[config.mk]
export PLATFORM = sky130hd
export DESIGN_NAME = mfd_mul
export DESIGN_NICKNAME = d
export VERILOG_FILES = /design/src/rtl/core/mfd_pkg.sv /design/src/rtl/core/mfd_mul.sv
export SDC_FILE = /design/constraint.sdc
export NUM_CORES = 2
export LEC_CHECK = 0
export ABC_AREA = 1
export BUFFER_PORTS_ARGS = -buffer_cell sky130_fd_sc_hd__buf_2
export CELL_PAD_IN_SITES_DETAIL_PLACEMENT = 1
export CELL_PAD_IN_SITES_GLOBAL_PLACEMENT = 2
export CORE_ASPECT_RATIO = 0.8
export CORE_MARGIN = 1.5
export CORE_UTILIZATION = 36
export DETAILED_ROUTE_END_ITERATION = 8
export PLACE_DENSITY = 0.77
export SYNTH_ARGS = -nofsm -noshare
export SYNTH_HDL_FRONTEND = slang
export SYNTH_SLANG_ARGS = --single-unit
[constraint.sdc]
create_clock -name clk_i -period 7.9 [get_ports clk_i]
set_clock_uncertainty 0.2 [all_clocks]
set_input_delay 1.58 -clock clk_i [delete_from_list [all_inputs] [get_ports clk_i]]
set_output_delay 1.58 -clock clk_i [all_outputs]
set_load 0.1 [all_outputs]
[src/rtl/core/mfd_pkg.sv]
// Shared types and constants of the multi-tap fractional delay line.
`default_nettype none
package mfd_pkg;

  // Field widths fixed by the item formats.
  localparam int SAMPLE_W = 24;
  localparam int FRAC_W   = 8;
  localparam int DELAY_W  = 24;
  localparam int ALPHA_W  = 25;
  localparam int TAP_W    = 4;
  localparam int DIST_W   = 17;
  localparam int SD_W     = 32;

  // Ring buffer geometry.
  localparam int ADDR_W       = 16;
  localparam int BUFFER_DEPTH = 1 << ADDR_W;

  // Configuration register indexes and reset values.
  localparam int CFG_IDX_W = 1;
  localparam logic [CFG_IDX_W-1:0] CFG_ALPHA = 1'b0;
  localparam logic [CFG_IDX_W-1:0] CFG_MAXD  = 1'b1;
  localparam int CFG_W = ALPHA_W;
  localparam logic [ALPHA_W-1:0] ALPHA_ONE   = 25'h1000000;
  localparam logic [ALPHA_W-1:0] ALPHA_RESET = 25'd2330;
  localparam logic [DELAY_W-1:0] MAXD_RESET  = 24'hFFFF00;

  // Smoothed tap delay after reset: 24000 samples in Q16.16.
  localparam logic [SD_W-1:0] SD_RESET = 32'h5DC00000;

  // Shared multiplier geometry and the reciprocal of three in Q0.33.
  localparam int MUL_W  = 33;
  localparam int PROD_W = 2 * MUL_W;
  localparam logic signed [MUL_W-1:0] RECIP3 = 33'sh0AAAAAAAB;

  // Interpolation position unit: two stored fractions summed.
  localparam int X_W = FRAC_W + 1;
  localparam int XS_W = X_W + 3;

  // One cycle of requests to the ring memory.
  typedef struct packed {
    logic                you_we;
    logic [ADDR_W-1:0]   waddr;
    logic [SAMPLE_W-1:0] wdata;
    logic                re;
    logic [ADDR_W-1:0]   raddr;
  } ring_req_t;

endpackage
`default_nettype wire

[src/rtl/core/mfd_mul.sv]
// Shared signed multiplier with a registered product.
`default_nettype none
module mfd_mul (
  input  wire logic                              clk_i,
  input  wire logic signed [mfd_pkg::MUL_W-1:0]  a_i,
  input  wire logic signed [mfd_pkg::MUL_W-1:0]  b_i,
  output logic signed [mfd_pkg::PROD_W-1:0]      prod_o
);

  logic signed [mfd_pkg::PROD_W-1:0] prod_q;

  // One product per cycle, ready the cycle after its operands.
  always_ff @(posedge clk_i) begin
    prod_q <= mfd_pkg::PROD_W'(a_i) * mfd_pkg::PROD_W'(b_i);
  end

  assign prod_o = prod_q;

endmodule
`default_nettype wire

Word level (Yosys, flattened, before mapping)
Index checks and enable logic that the tools add are counted.
{ "totals": {"ff_bits": 66, "latchBits": 0, "mem_bits_rw": 0, "mem_bits_ro": 0, "input_bits": 67, "out_inout_bits": 66, "memories": 0} }
{ "classes": {"n_addsub": 0, "mul": 1, "div": 0, "order_cmp": 0, "n_eq_ne": 0, "n_shift": 0, "n_mux": 0, "bitwise": 0, "reduce_logical": 0} }
{ "op_table": {"columns": ["operator", "n"], "rows": [
  ["$mul A33 B33 Y66", 1]
]} }

Logic depth before layout (Yosys ltp)
{ "depth": {"depth_word": 1, "depth_mapped": 34} }

Least setup slack after synthesis
Ideal clock, no wire load.
{ "synth_path": {"path_kind": "input port to flip-flop", "start": "input port a_i[32] (netlist bit)", "end": "register prod_q, in the netlist prod_o[60]", "arrival_ps": 8223, "t_required_ps": 7587, "slack_ps": -636, "stages": 23, "path_buffers": 2, "path_cell_list": "clkbuf_1 > clkbuf_1 > nand2_1 > inv_1 > fa_1 > fa_1 > fa_1 > fa_1 > inv_1 > fa_1 > fa_1 > fa_1 > fa_1 > inv_1 > ha_1 > nand2_1 > nor2_1 > inv_1 > nor3_1 > nand2_1 > and2_0 > nand4_1 > nand2_1"} }
{ "synth_via": {"elab_chain_len": 1} }
{ "synth_rtl": {"columns": ["element", "line", "source"], "rows": [
  ["from (decl)", "mfd_mul.sv:5", "input wire logic signed [mfd_pkg::MUL_W-1:0] a_i,"],
  ["$mul A33 B33 Y66", "mfd_mul.sv:14", "prod_q <= mfd_pkg::PROD_W'(a_i) * mfd_pkg::PROD_W'(b_i);"],
  ["to (signal assigned)", "mfd_mul.sv:14", null],
  ["to (decl)", "mfd_mul.sv:10", "logic signed [mfd_pkg::PROD_W-1:0] prod_q;"]
]} }
No other way between the ends.

Final worst setup path
{ "layout_path": {"start": "input port a_i[32] (netlist bit)", "end": "register prod_q, in the netlist prod_o[59]"} }
Same word-level chain as after synthesis.

==> impl_metrics.yaml <==
status:
  outcome: "finished, violations left"
  violations: "setup timing"
logic_synthesis:
  synth_seq_cells: 66
  synth-seq-area-share_pct: 3.06
  synth_top_cell_by_area: "fa_1"
  yosysWarnings: 0
  synthFlopType: "dfxtp_1"
  avgSynthCellArea_um2: 7.79
  yosysTopAreaCellShare_pct: 53.1
  synth_cell_types: 35
  synthesis.area_um2: 43200
  synthCells: 5543
  synth.area.top_cells: "fa_1 53%, inv_1 16%, nand2_1 13%, ha_1 6.3%, dfxtp_1 3.1%"
  synth_edf_count: 0
  async_reset_ff_share_pct: 0
  synth_nets: 6972
global_routing:
  grt_use_total_pct: 24.8
  grt_overflow: 0
  grt_pass1_vias: 39900
  grt_start_max_net_pins: 32
  grt_antenna_before_repair: 1
  grt_first_pass_wirelength_um: 232000
floorplanning:
  die_x_um: 390
  initial_core_util_pct: 36.4
  rows: 113
  coreArea_um2: 119000
  ioPinCount: 133
  die_height_um: 313
  dieArea_um2: 122000
timing:
  holdWs_ns: 1.72
  finalSetupTns_ns: -0.0674
  rsz0062_at_grt: "true"
  setup_violations: 5
  slew_headroom_pct: 57.7
  tightest_slew_ns: 0.633
  slew_viol_final: 0
  setup_slack_ns: -0.0273
  final.period_utilization_pct: 100
  finalHoldViolations: 0
  fmax_mhz: 126
  min_period_ns: 7.93
setup_path:
  slowest_stage: "fa_1"
  cpPeakStageDelay_ns: 0.63
  path_common_cell: "fa_1"
  start_kind: "primary input"
  startpoint: "a_i[32]"
  worst-endpoint-required_ns: 7.97
  worstPathArrival_ns: 8.00
  critPathKind: "primary input to flop"
  cp_max_fo: 8
  cp-end-kind: "flop"
clock_tree:
  cts_buffers: 9
  cts_sinks: 66
  cts.path.max_buffers: 2
  cts.clk_slew.worst_paths_ns: 0.07
  cts_tree: "built"
  clockRootBuffer: "clkbuf_16"
  h-tree-depth: 3
cells_and_area:
  drive_gt1_share_pct: 21.7
  nets: 7470
  largest_reg_flops: 66
  layout_commonest_cell: "inv_1"
  mostFrequentLayoutCells: "1790 x inv_1, 1387 x nand2_1, 1099 x fa_1, 504 x buf_4, 168 x ha_1"
  instances_no_fill: 7599
  synthToLayoutAreaGrowth_pct: 24.3
route:
  ant_nets: 0
  drc_errors: 0
  vias: 34900
  routedWlPerCell_um: 19.9
  first_iter_violations: 1853
  vias_per_cell: 4.59
  finalWirelength_um: 152000
  drtPass1Iterations: 5
placement:
  routabilityCongestion: 0.906
  dp.cells: 7505
  placement.io_buffers: 132
  dp_slack_ns: -0.942
  place_hpwl_um: 130000
hold_path:
  hp-class: "primary input to flop"
  worstHoldStart: "b_i[0]"
flow_run:
  maxCapViolCount: 0
[kinds of logic (layout without fill, tap and decap cells)]
group | after synthesis | in the layout | synth area share [%]
compound gates | 106 | 106 | 1.38
xor+xnor | 41 | 41 | 0.832
fa+ha+maj | 1362 | 1362 | 59.4
buf+inv | 2158 | 2661 | 18.8
flops | 66 | 66 | 3.06
other cells | 0 | 1 | 0
simple gates | 1810 | 1810 | 16.6
[metrics by stage]
step	util (%)	instance area (µm²)
global route	45.2	53700
CTS	43.3	51500
global placement	41.9	49800
floorplan	-	43500
finish	45.2	53700
detailed placement	41.9	49800
[synth_stat cells, drive strengths merged, types with 4 or more instances]
master	instances
xor2	37
or2	6
o21bai	14
nor2	154
nor4	5
nand2	1534
o21ai	23
clkbuf	262
fa	1145
dfxtp	66
nor3	8
inv	1895
nand4	19
a21oi	65
ha	217
nand3	78
xnor2	4
[area by class of cell]
type                    instances  area (µm²)
fillers                     14200       65100
multi-input cells            3319       36100
inverters                    1895        7140
repair buffers                750        6870
well taps                    1552        1940
flip-flops and latches         66        1320
clock buffers                   9         225
clock inverters                 7        58.8
diodes                          1        2.50
[critical path: cells and delay by family]
family	cells	cell delay [ns]
AND/OR/NAND/NOR	8	0.85
adder cells (fa/ha/maj)	9	4.41
buffers and inverters	10	1.13
[metal layers]
| metal | GRT usage (%) | share of wire [%] | up-vias |
|---|---|---|---|
| met2 | 43.6 | 49 | 584 |
| met5 | 0 | 0 | - |
| met4 | 3.16 | 1.4 | 0 |
| met1 | 34.5 | 46 | 18200 |
| li1 | - | - | 16000 |
| met3 | 1.60 | 3.6 | 99 |
[final timing paths]
kind	endpoint	slack, ns	depth (start not counted)
worst max-delay path	prod_o[59]	-0.03	27
worst min-delay path	prod_o[0]	1.72	5
[timing repair]
action | CTS | global route
hold buffers | 0 | 0
pin swaps | 75 | 165
gates resized for setup | 283 | 479
setup buffers | 19 | 52
gates cloned | 1 | 9
setup endpoints to repair | 47 | 48
Power is not shown: default switching activity piles up to over one toggle a cycle in this logic, so the estimate is an artifact.
